$ cat config.mk
export PLATFORM = sky130hd
export DESIGN_NAME = rgb_to_hsv_pixel_converter
export DESIGN_NICKNAME = d
export VERILOG_FILES = /design/src/hw/rtl/rgbhsv_pkg.sv /design/src/hw/rtl/rgb_to_hsv_pixel_converter.sv /design/src/hw/rtl/rgbhsv_front.sv /design/src/hw/rtl/rgbhsv_div_step.sv /design/src/hw/rtl/rgbhsv_back.sv
export SDC_FILE = /design/constraint.sdc
export NUM_CORES = 1
export LEC_CHECK = 0
export BUFFER_PORTS_ARGS = -buffer_cell sky130_fd_sc_hd__clkbuf_2
export CAP_MARGIN = 5
export CORE_ASPECT_RATIO = 1.1
export CORE_MARGIN = 10
export CORE_UTILIZATION = 55
export CTS_BUF_LIST = sky130_fd_sc_hd__clkbuf_4 sky130_fd_sc_hd__clkbuf_8 sky130_fd_sc_hd__clkbuf_16
export CTS_CLUSTER_DIAMETER = 40
export CTS_CLUSTER_SIZE = 8
export DETAILED_ROUTE_END_ITERATION = 6
export HOLD_SLACK_MARGIN = 0.1
export MAX_ROUTING_LAYER = met4
export PLACE_DENSITY = 0.72
export SETUP_SLACK_MARGIN = 0.1
export SLEW_MARGIN = 30
export SYNTH_ARGS = -nofsm -noshare
export SYNTH_HDL_FRONTEND = slang
export SYNTH_SLANG_ARGS = --single-unit
$ cat constraint.sdc
create_clock -name clk_i -period 24.3 [get_ports clk_i]
set_input_delay 2.43 -clock clk_i [delete_from_list [all_inputs] [get_ports clk_i]]
set_output_delay 2.43 -clock clk_i [all_outputs]
set_load 0.01 [all_outputs]
$ cat src/hw/rtl/rgbhsv_pkg.sv
package rgbhsv_pkg;

  localparam int ChW     = 8;
  localparam int HueW    = 9;
  localparam int SatW    = 14;
  localparam int PairW   = 10;
  localparam int HueQW   = 7;
  localparam int HueNumW = 15;
  localparam int SatNumW = 22;

  localparam logic [5:0]  HueScale  = 6'd60;
  localparam logic [13:0] SatScale  = 14'd10000;
  localparam logic [9:0]  HueFull   = 10'd360;
  localparam logic [9:0]  BaseRed   = 10'd300;
  localparam logic [9:0]  BaseGreen = 10'd60;
  localparam logic [9:0]  BaseBlue  = 10'd180;

  // Which channel holds the maximum; grey means all channels are equal.
  typedef enum logic [1:0] {
    SecGrey,
    SecRed,
    SecGreen,
    SecBlue
  } sector_e;

  typedef struct packed {
    logic [ChW-1:0]     value;
    logic [ChW-1:0]     diff;
    logic [PairW-1:0]   pair;
    sector_e            sector;
  } prep_t;

  typedef struct packed {
    logic [ChW-1:0]     value;
    sector_e            sector;
    logic [ChW-1:0]     sdiv;
    logic [SatNumW-1:0] srem;
    logic [SatW-1:0]    squo;
    logic [ChW-1:0]     hdiv;
    logic [HueNumW-1:0] hrem;
    logic [HueQW-1:0]   hquo;
  } div_t;

endpackage

$ cat src/hw/rtl/rgb_to_hsv_pixel_converter.sv
// Converts one 8-bit RGB pixel per request into hue (whole degrees, 0 for
// grey), saturation (hundredths of a percent) and value (largest channel).
// The pipeline takes a new pixel every clock while the output is not stalled,
// and each result passes through the channel compare and product registers,
// the bit-per-stage restoring dividers (one saturation quotient bit per stage,
// the hue divider sharing the last seven) and one output register. A stall on
// the output side holds the whole pipeline in place, so s_axis_tready follows
// m_axis_tready whenever the output register is full.
module rgb_to_hsv_pixel_converter import rgbhsv_pkg::*; (
  input  logic        clk_i,
  input  logic        rst_ni,
  input  logic        s_axis_tvalid,
  output logic        s_axis_tready,
  input  logic [23:0] s_axis_tdata,  // red [7:0], green [15:8], blue [23:16]
  output logic        m_axis_tvalid,
  input  logic        m_axis_tready,
  output logic [31:0] m_axis_tdata   // hue [8:0], saturation [22:9], value [30:23]
);

  logic            en;
  logic            stage_valid [SatW+1];
  div_t            stage_data  [SatW+1];
  logic [HueW-1:0] hue;
  logic [SatW-1:0] saturation;
  logic [ChW-1:0]  value;

  assign en            = !m_axis_tvalid || m_axis_tready;
  assign s_axis_tready = en;

  rgbhsv_front u_front (
    .clk_i   (clk_i),
    .rst_ni  (rst_ni),
    .en_i    (en),
    .valid_i (s_axis_tvalid),
    .red_i   (s_axis_tdata[7:0]),
    .green_i (s_axis_tdata[15:8]),
    .blue_i  (s_axis_tdata[23:16]),
    .valid_o (stage_valid[0]),
    .data_o  (stage_data[0])
  );

  for (genvar j = 0; j < SatW; j++) begin : g_div
    rgbhsv_div_step #(
      .Bit (SatW - 1 - j)
    ) u_step (
      .clk_i   (clk_i),
      .rst_ni  (rst_ni),
      .en_i    (en),
      .valid_i (stage_valid[j]),
      .data_i  (stage_data[j]),
      .valid_o (stage_valid[j+1]),
      .data_o  (stage_data[j+1])
    );
  end

  rgbhsv_back u_back (
    .clk_i        (clk_i),
    .rst_ni       (rst_ni),
    .en_i         (en),
    .valid_i      (stage_valid[SatW]),
    .data_i       (stage_data[SatW]),
    .valid_o      (m_axis_tvalid),
    .hue_o        (hue),
    .saturation_o (saturation),
    .value_o      (value)
  );

  assign m_axis_tdata = {1'b0, value, saturation, hue};

endmodule

$ cat src/hw/rtl/rgbhsv_front.sv
module rgbhsv_front import rgbhsv_pkg::*; (
  input  logic           clk_i,
  input  logic           rst_ni,
  input  logic           en_i,
  input  logic           valid_i,
  input  logic [ChW-1:0] red_i,
  input  logic [ChW-1:0] green_i,
  input  logic [ChW-1:0] blue_i,
  output logic           valid_o,
  output div_t           data_o
);

  prep_t              prep_d, prep_q;
  logic               prep_valid_q;
  logic [ChW-1:0]     cmin;
  logic [HueNumW-1:0] hprod;
  logic [SatNumW-1:0] sprod;
  div_t               div_d, div_q;
  logic               div_valid_q;

  // Stage one: maximum, minimum, sector and the channel difference shifted
  // by diff so that it is never negative.
  always_comb begin
    prep_d = '0;
    cmin = red_i;
    if (green_i < cmin) cmin = green_i;
    if (blue_i < cmin) cmin = blue_i;
    if (red_i >= green_i && red_i >= blue_i) begin
      prep_d.value = red_i;
      prep_d.diff  = red_i - cmin;
      prep_d.pair  = PairW'(green_i) + PairW'(prep_d.diff) - PairW'(blue_i);
      prep_d.sector = SecRed;
    end else if (green_i >= blue_i) begin
      prep_d.value = green_i;
      prep_d.diff  = green_i - cmin;
      prep_d.pair  = PairW'(blue_i) + PairW'(prep_d.diff) - PairW'(red_i);
      prep_d.sector = SecGreen;
    end else begin
      prep_d.value = blue_i;
      prep_d.diff  = blue_i - cmin;
      prep_d.pair  = PairW'(red_i) + PairW'(prep_d.diff) - PairW'(green_i);
      prep_d.sector = SecBlue;
    end
    if (prep_d.diff == '0) prep_d.sector = SecGrey;
  end

  // Stage two: the dividends of both divisions.
  always_comb begin
    hprod = HueNumW'(prep_q.pair) * HueNumW'(HueScale);
    sprod = SatNumW'(prep_q.diff) * SatNumW'(SatScale);
    div_d = '0;
    div_d.value  = prep_q.value;
    div_d.sector = prep_q.sector;
    div_d.sdiv   = prep_q.value;
    div_d.srem   = sprod;
    div_d.hdiv   = prep_q.diff;
    div_d.hrem   = hprod;
  end

  always_ff @(posedge clk_i or negedge rst_ni) begin
    if (!rst_ni) begin
      prep_valid_q <= 1'b0;
      div_valid_q  <= 1'b0;
    end else if (en_i) begin
      prep_valid_q <= valid_i;
      div_valid_q  <= prep_valid_q;
    end
  end

  always_ff @(posedge clk_i) begin
    if (en_i) begin
      prep_q <= prep_d;
      div_q  <= div_d;
    end
  end

  assign valid_o = div_valid_q;
  assign data_o  = div_q;

endmodule

$ cat src/hw/rtl/rgbhsv_div_step.sv
module rgbhsv_div_step import rgbhsv_pkg::*; #(
  parameter int unsigned Bit = 0
) (
  input  logic clk_i,
  input  logic rst_ni,
  input  logic en_i,
  input  logic valid_i,
  input  div_t data_i,
  output logic valid_o,
  output div_t data_o
);

  localparam int unsigned HBit = (Bit < HueQW) ? Bit : 0;

  logic [SatNumW-1:0] sden;
  logic [HueNumW-1:0] hden;
  div_t               data_d, data_q;
  logic               valid_q;

  // One restoring step per stage for saturation; hue joins in the stages
  // that hold its lower quotient bits.
  always_comb begin
    data_d = data_i;
    sden = SatNumW'(data_i.sdiv) << Bit;
    hden = HueNumW'(data_i.hdiv) << HBit;
    if (data_i.srem >= sden) begin
      data_d.srem      = data_i.srem - sden;
      data_d.squo[Bit] = 1'b1;
    end
    if (Bit < HueQW && data_i.hrem >= hden) begin
      data_d.hrem       = data_i.hrem - hden;
      data_d.hquo[HBit] = 1'b1;
    end
  end

  always_ff @(posedge clk_i or negedge rst_ni) begin
    if (!rst_ni) begin
      valid_q <= 1'b0;
    end else if (en_i) begin
      valid_q <= valid_i;
    end
  end

  always_ff @(posedge clk_i) begin
    if (en_i) begin
      data_q <= data_d;
    end
  end

  assign valid_o = valid_q;
  assign data_o  = data_q;

endmodule

$ cat src/hw/rtl/rgbhsv_back.sv
module rgbhsv_back import rgbhsv_pkg::*; (
  input  logic            clk_i,
  input  logic            rst_ni,
  input  logic            en_i,
  input  logic            valid_i,
  input  div_t            data_i,
  output logic            valid_o,
  output logic [HueW-1:0] hue_o,
  output logic [SatW-1:0] saturation_o,
  output logic [ChW-1:0]  value_o
);

  logic [9:0]      base;
  logic [9:0]      sum;
  logic [HueW-1:0] hue_d, hue_q;
  logic [SatW-1:0] sat_d, sat_q;
  logic [ChW-1:0]  value_q;
  logic            valid_q;

  // The quotient covers 60*(pair+diff)/diff, so the sector base is the
  // nominal offset less 60.
  always_comb begin
    case (data_i.sector)
      SecRed:   base = BaseRed;
      SecGreen: base = BaseGreen;
      SecBlue:  base = BaseBlue;
      default:  base = '0;
    endcase
    sum = base + 10'(data_i.hquo);
    if (sum >= HueFull) sum = sum - HueFull;
    hue_d = (data_i.sector == SecGrey) ? '0 : sum[HueW-1:0];
    sat_d = (data_i.value == '0) ? '0 : data_i.squo;
  end

  always_ff @(posedge clk_i or negedge rst_ni) begin
    if (!rst_ni) begin
      valid_q <= 1'b0;
    end else if (en_i) begin
      valid_q <= valid_i;
    end
  end

  always_ff @(posedge clk_i) begin
    if (en_i) begin
      hue_q   <= hue_d;
      sat_q   <= sat_d;
      value_q <= data_i.value;
    end
  end

  assign valid_o      = valid_q;
  assign hue_o        = hue_q;
  assign saturation_o = sat_q;
  assign value_o      = value_q;

endmodule

==> results of run 1 <==
critical path: cells and delay by family:
kind | cells | cell delay, ps
compound gates | 18 | 4000
fa+ha+maj | 5 | 1550
simple gates | 6 | 1050
buf+inv | 5 | 970
xor+xnor | 3 | 760
kinds of logic after synthesis:
| group | after synthesis | share of synthesized area, % |
|---|---|---|
| flip-flops | 878 | 59.5 |
| other | 1 | 0.00849 |
| multiplexers | 48 | 1.18 |
| buffers and inverters | 423 | 3.64 |
| adder cells (fa/ha/maj) | 386 | 11.8 |
| XOR/XNOR | 269 | 5.35 |
| AND/OR/NAND/NOR | 797 | 9.00 |
| AO/OA/AOI/OAI | 677 | 9.47 |
layer usage:
metal,track usage (%),share of wire [%],vias to the layer above
li1,-,-,12900
met1,18.1,38,12500
met2,35.3,56,435
met3,3.47,3.5,169
met4,6.68,2.8,0
met5,-,0,-
cells in the mapped netlist (all sizes together), types with 28 or more instances:
cell type	instances
a21o	111
a21oi	227
and2	30
clkbuf	44
edfxtp	861
fa	55
ha	326
inv	370
mux2	28
nand2	191
nand2b	70
nand4	32
nor2	212
nor2b	61
nor3	47
nor4	41
o21ai	177
xnor2	178
xor2	91
worst min-delay path by stage:
stage / endpoint / slack, ps / cells after the start
after global placement: g_div[11].u_step.data_o[39]$_DFFE_PP_ / 400 / 0
after detailed placement: g_div[0].u_step.data_o[14]$_DFFE_PP_ / 400 / 0
after CTS: g_div[13].u_step.data_o[40]$_DFFE_PP_ / 400 / 0
after global routing: g_div[11].u_step.data_o[34]$_DFFE_PP_ / 410 / 0
after floorplan: g_div[0].u_step.data_o[10]$_DFFE_PP_ / 400 / 0
final: g_div[13].u_step.data_o[40]$_DFFE_PP_ / 410 / 0
cell type report:
type / count / area share (%)
Inverter: 370 / 2.79
Clock inverter: 34 / 0.875
Multi-Input combinational cell: 2178 / 32.6
Sequential cell: 878 / 52.5
Clock buffer: 166 / 7.52
Timing Repair Buffer: 85 / 1.07
Tap cell: 1045 / 2.61
stage by stage:
stage | setup WS, ps | hold WS [ps] | instance area (µm²)
4_1_cts | 13950 | 405 | 50000
5_1_grt | 13190 | 412 | 50000
2_1_floorplan | 2380 | 400 | 44200
3_5_place_dp | 13250 | 405 | 45800
6_report | 13960 | 406 | 50000
3_3_place_gp | 13370 | 400 | 45800
flip-flops by register name (all words and copies together), names as in the netlist:
register	flops
u_back.saturation_o	14
u_back.valid_o	1
u_back.hue_o	9
g_div.u_step.data_o	757
u_front.valid_o	1
u_front.prep_valid_q	1
u_front.data_o	45
u_back.value_o	8
g_div.u_step.valid_o	14
u_front.div_d	18
u_front.prep_q	10
==> impl_metrics.csv, run 1 <==
group,metric,value,unit
timing,grt_setup_unrepaired,"false",
critical_path,startpoint,"s_axis_tdata[9]",
run_status,status,"finished, final reports clean",
yosys,ys_ff_latch,878,
critical_path,critPathKind,"input pin to register",
yosys,avgSynthCellArea,12.7,µm²
layout,synthToLayoutAreaGrowth,13.3,%
die,die_w,290,µm
timing,slew-limit-headroom,44.1,%
placed_design,placedCellCount,4556,
layout,multiInputGateArea,0.0163,mm²
cts,post_cts_resized,0,
layout,num_antenna_cells,0,
yosys,synthFlopType,"edfxtp_1",
cts,clkLatencyLatePin,710,ps
drt,vias,26000,
yosys,synth_cell_types,85,
timing,final-setup-viol-count,0,
grt,grt_pass1_vias,27300,
critical_path,endpoint,"u_front.prep_q[10]$_DFFE_PP_",
critical_path,slowest_delay,710,ps
drt,wirelength,81.1,mm
cts,clockBufferDepth,3,
timing,tns,0,ps
layout,regArea,0.0263,mm²
layout,post-route-util,63.1,%
yosys,synth_area,0.0442,mm²
drt,post_drt_wl_per_cell,17.1,µm
placed_design,hpwl,57.8,mm
layout,layout_common_cells,"edfxtp_1 (861), inv_1 (369), ha_1 (326)",
critical_path,path_common_cell,"a21oi_1",
critical_path,arrival,10750,ps
critical_path,reg2reg_depth,18,
cts,cts_tree,"yes",
cts,numCtsBuffers,139,
timing,min_period,10340,ps
placed_design,io_buffer_count,60,
min_path,hp-start,"g_div[12].u_step.data_o[40]$_DFFE_PP_",
die,rows,108,
drt,first_pass_iters,5,
timing,fin_crit_sh,42.5,%
critical_path,path_max_fanout,13,
die,ioPinCount,62,
drt,drcViolationCount,0,
grt,grt_pass1_wl,133,mm
die,die_area,0.0920,mm²
yosys,yosysWarningCount,0,
critical_path,worst_setup_path_end_kind,"register",
drt,drt_iter0_drc,1410,
timing,maxSlewViolCount,0,
yosys,synth_area_leaders,"edfxtp_1 (59%), ha_1 (9.2%), xnor2_1 (3.5%), inv_1 (3.1%), a21oi_1 (2.6%)",
yosys,synthCells,3479,
run,cap_violations,0,
layout,nNetsFinal,4061,
critical_path,slowest_stage,"a2111oi_0",
cts,post_cts_buffers,0,
cts,cts_hold_buf,0,
drt,postRouteAntennaNets,0,
cts,clk_pin_slew,40,ps
timing,tightest_slew,839,ps
yosys,synthesis.nets,3888,
critical_path,cp.required,24710,ps
layout,final_common_cell,"edfxtp_1",
drt,drt-vias-per-instance,5.47,
min_path,worstHoldPathType,"register to register",
die,fp.dieH,317,µm
timing,finClkSkew,21.7,ps
cts,h-tree-depth,4,
critical_path,start_kind,"input pin",
placed_design,place_congestion,0.887,
grt,grtUsageTotal,18.4,%
yosys,synth_top_cell_by_area,"edfxtp_1",
timing,clock.fmax,96.7,MHz
layout,instances_no_fill,4756,
yosys,synthArstFlopShare,1.94,%
die,coreArea,0.0793,mm²
cts,clock-root-buffer,"clkbuf_16",
timing,hold_viol,0,
layout,drive_gt1_share,9.08,%
yosys,netlist.area_leader.share,58.5,%
layout,fill_cells,5902,
grt,grt_max_degree,89,
yosys,synth_edf_count,861,
yosys,yosysSeqAreaShare,59.5,%
cts,clock_sinks,878,
die,initial_utilization,55.7,%
critical_path,regToRegSetupSlack,19790,ps
grt,gr-total-overflow,0,
grt,antenna_found_initial,0,
critical_path,timing.rr.end,"u_front.data_o[65]$_DFFE_PP_",
critical_path,r2r-start,"u_front.div_d[25]$_DFFE_PP_",
Power of run 1 is not shown: default switching activity piles up to over one toggle a cycle in this logic, so the estimate is an artifact.
==> run 2: changes to the inputs <==
--- a/config.mk
+++ b/config.mk
@@ -5,6 +5,7 @@
 export SDC_FILE = /design/constraint.sdc
 export NUM_CORES = 1
 export LEC_CHECK = 0
+export ABC_AREA = 1
 export BUFFER_PORTS_ARGS = -buffer_cell sky130_fd_sc_hd__clkbuf_2
 export CAP_MARGIN = 5
 export CORE_ASPECT_RATIO = 1.1
@@ -16,7 +17,7 @@
 export DETAILED_ROUTE_END_ITERATION = 6
 export HOLD_SLACK_MARGIN = 0.1
 export MAX_ROUTING_LAYER = met4
-export PLACE_DENSITY = 0.72
+export PLACE_DENSITY = 0.75
 export SETUP_SLACK_MARGIN = 0.1
 export SLEW_MARGIN = 30
 export SYNTH_ARGS = -nofsm -noshare
==> constraint.sdc (replaced) <==
create_clock -name clk_i -period 8.5 [get_ports clk_i]
set_input_delay 0.85 -clock clk_i [delete_from_list [all_inputs] [get_ports clk_i]]
set_output_delay 0.85 -clock clk_i [all_outputs]
set_load 0.01 [all_outputs]
==> impl_metrics.csv, run 2 <==
group,metric,value,unit
die,fp.dieH,317,µm
layout,synthToLayoutAreaGrowth,12.6,%
run_status,status,"finished, final reports clean",
grt,grt_pass1_vias,28000,
layout,num_antenna_cells,0,
layout,drive_gt1_share,7.74,%
yosys,ys_ff_latch,878,
die,initial_utilization,55.7,%
yosys,synth.most_common_cell,"edfxtp_1",
layout,nNetsFinal,4431,
layout,layout_common_cells,"edfxtp_1 (861), inv_1 (597), nand2_1 (509)",
timing,final-setup-viol-count,0,
yosys,synth_area_leaders,"edfxtp_1 (59%), ha_1 (9.2%), inv_1 (5.1%), nand2_1 (4.3%), xor2_1 (3.0%)",
grt,antenna_found_initial,0,
grt,grtUsageMet3,3.19,%
yosys,synth_top_cell_by_area,"edfxtp_1",
yosys,netlist.area_leader.share,58.5,%
cts,clockBufferDepth,3,
critical_path,slowest_stage,"a211oi_2",
cts,numCtsBuffers,135,
layout,final_area,0.0497,mm²
critical_path,path_max_fanout,21,
yosys,synthFlopType,"edfxtp_1",
timing,worst_slack,1620,ps
timing,min_period,6880,ps
cts,clk_pin_slew,40,ps
critical_path,worst_setup_path_end_kind,"register",
drt,first_pass_iters,5,
yosys,yosysWarningCount,0,
timing,tns,0,ps
placed_design,io_buffer_count,60,
drt,drt-vias-per-instance,5.30,
drt,post_drt_wl_per_cell,16.0,µm
timing,tightest_slew,940,ps
cts,clock-root-buffer,"clkbuf_16",
timing,grt_setup_unrepaired,"false",
drt,drcViolationCount,0,
layout,final_common_cell,"edfxtp_1",
timing,hold_viol,0,
drt,vias,27100,
yosys,synthCells,3841,
grt,grt_util_met2,35.0,%
yosys,synthArstFlopShare,1.94,%
critical_path,cp.required,8940,ps
layout,largest_reg_flops,757,
grt,gr-usage-met1,17.8,%
die,rows,108,
critical_path,critPathKind,"input pin to register",
grt,grt_max_degree,183,
yosys,synth_cell_types,59,
cts,post_cts_buffers,0,
drt,wirelength,81.7,mm
critical_path,path_common_cell,"nand2_1",
cts,clkLatencyLatePin,690,ps
drt,postRouteAntennaNets,0,
critical_path,slowest_delay,520,ps
yosys,yosysSeqAreaShare,59.5,%
die,die_area,0.0920,mm²
grt,gr-total-overflow,0,
grt,grtUsageTotal,18.4,%
yosys,avgSynthCellArea,11.5,µm²
die,die_w,290,µm
placed_design,hpwl,58.4,mm
die,ioPinCount,62,
placed_design,pre_cts_slack,996,ps
timing,fin_crit_sh,81.0,%
critical_path,cp_top_family,"simple AND/OR/NAND/NOR gates",
yosys,synthesis.nets,4250,
critical_path,arrival,7320,ps
placed_design,placed_cell_area,0.0458,mm²
die,coreArea,0.0793,mm²
cts,clock_sinks,878,
critical_path,path_buf_inv,8,
grt,grt_pass1_wl,134,mm
critical_path,start_kind,"input pin",
yosys,ys_top_cells_by_count,"edfxtp_1 (861), inv_1 (597), nand2_1 (510)",
timing,slew-limit-headroom,37.3,%
min_path,worstHoldPathType,"input pin to register",
timing,clock.fmax,145,MHz
cts,cts_tree,"yes",
drt,drt_iter0_drc,1621,
layout,post-route-util,62.7,%
yosys,synth_area,0.0442,mm²
timing,maxSlewViolCount,0,
timing,finClkSkew,18.2,ps
cts,h-tree-depth,4,
run,cap_violations,0,
placed_design,place_congestion,0.899,
yosys,synth_edf_count,861,
grt,busiest_layer,"met2",
run 2: worst reg2reg max path, cell delays in order, from the launching register on:
cell and delay, ps:
edfxtp_1 580, fa_1 610, inv_1 50, fa_1 490, inv_1 40, ha_1 300
fa_1 430, ha_1 340, a21oi_1 150, o21ai_0 90, a21oi_1 210, inv_1 60
a21oi_1 150, nor2_1 70, o21ai_0 220, nand2_1 80, a21o_1 170
run 2: routing by layer:
metal / share of wire, % / up-vias / wire (µm)
met1: 37 / 12800 / 29900
met3: 3.7 / 203 / 3040
met5: 0 / - / 0
met2: 55 / 527 / 45100
li1: - / 13600 / -
met4: 4.5 / 0 / 3680
run 2: per-stage QoR:
stage                     hold WS (ps)  cells
after floorplan                    400   3841
after global routing               367   5115
after detailed placement           405   4929
after CTS                          340   5115
after global placement             400   4929
final                              386   5115
run 2: area by class of cell:
cell class	count	area (µm²)
Tap cell	1045	1310
Fill cell	5843	29600
Timing Repair Buffer	75	457
Inverter	602	2260
Sequential cell	878	26300
Multi-Input combinational cell	2330	15500
Clock buffer	153	3550
Clock inverter	32	367
run 2: final timing paths:
check	startpoint	to	slack, ps	cells after the start
worst max-delay path	s_axis_tdata[9]	u_front.prep_q[9]$_DFFE_PP_	1620	43
worst max register to register	u_front.div_d[27]$_DFFE_PP_	u_front.data_o[65]$_DFFE_PP_	4190	16
worst min-delay path	s_axis_tvalid	u_front.prep_valid_q$_DFFE_PN0P_	390	3
max in group asynchronous	rst_ni	g_div[13].u_step.valid_o$_DFFE_PN0P_	7580	2
worst min register to register	g_div[9].u_step.data_o[4]$_SDFFCE_PN1P_	g_div[10].u_step.data_o[4]$_DFFE_PP_	410	0
min in group asynchronous	rst_ni	g_div[12].u_step.valid_o$_DFFE_PN0P_	630	2
run 2: cell families (layout without fill, tap and decap cells):
group / count (synthesis) / count (layout) / share of synthesized area, %
AO/OA/AOI/OAI: 572 / 572 / 7.17
flip-flops: 878 / 878 / 59.5
AND/OR/NAND/NOR: 1118 / 1118 / 10.9
adder cells (fa/ha/maj): 381 / 381 / 11.7
XOR/XNOR: 245 / 245 / 4.86
other: 1 / 1 / 0.00849
buffers and inverters: 633 / 862 / 5.45
multiplexers: 13 / 13 / 0.331
run 2: repair_timing:
item,in CTS,in global routing
hold endpoints to repair,17,0
hold buffers,1,0
gates resized for setup,0,0
setup endpoints to repair,0,0
Power of run 2 is left out for the same reason.
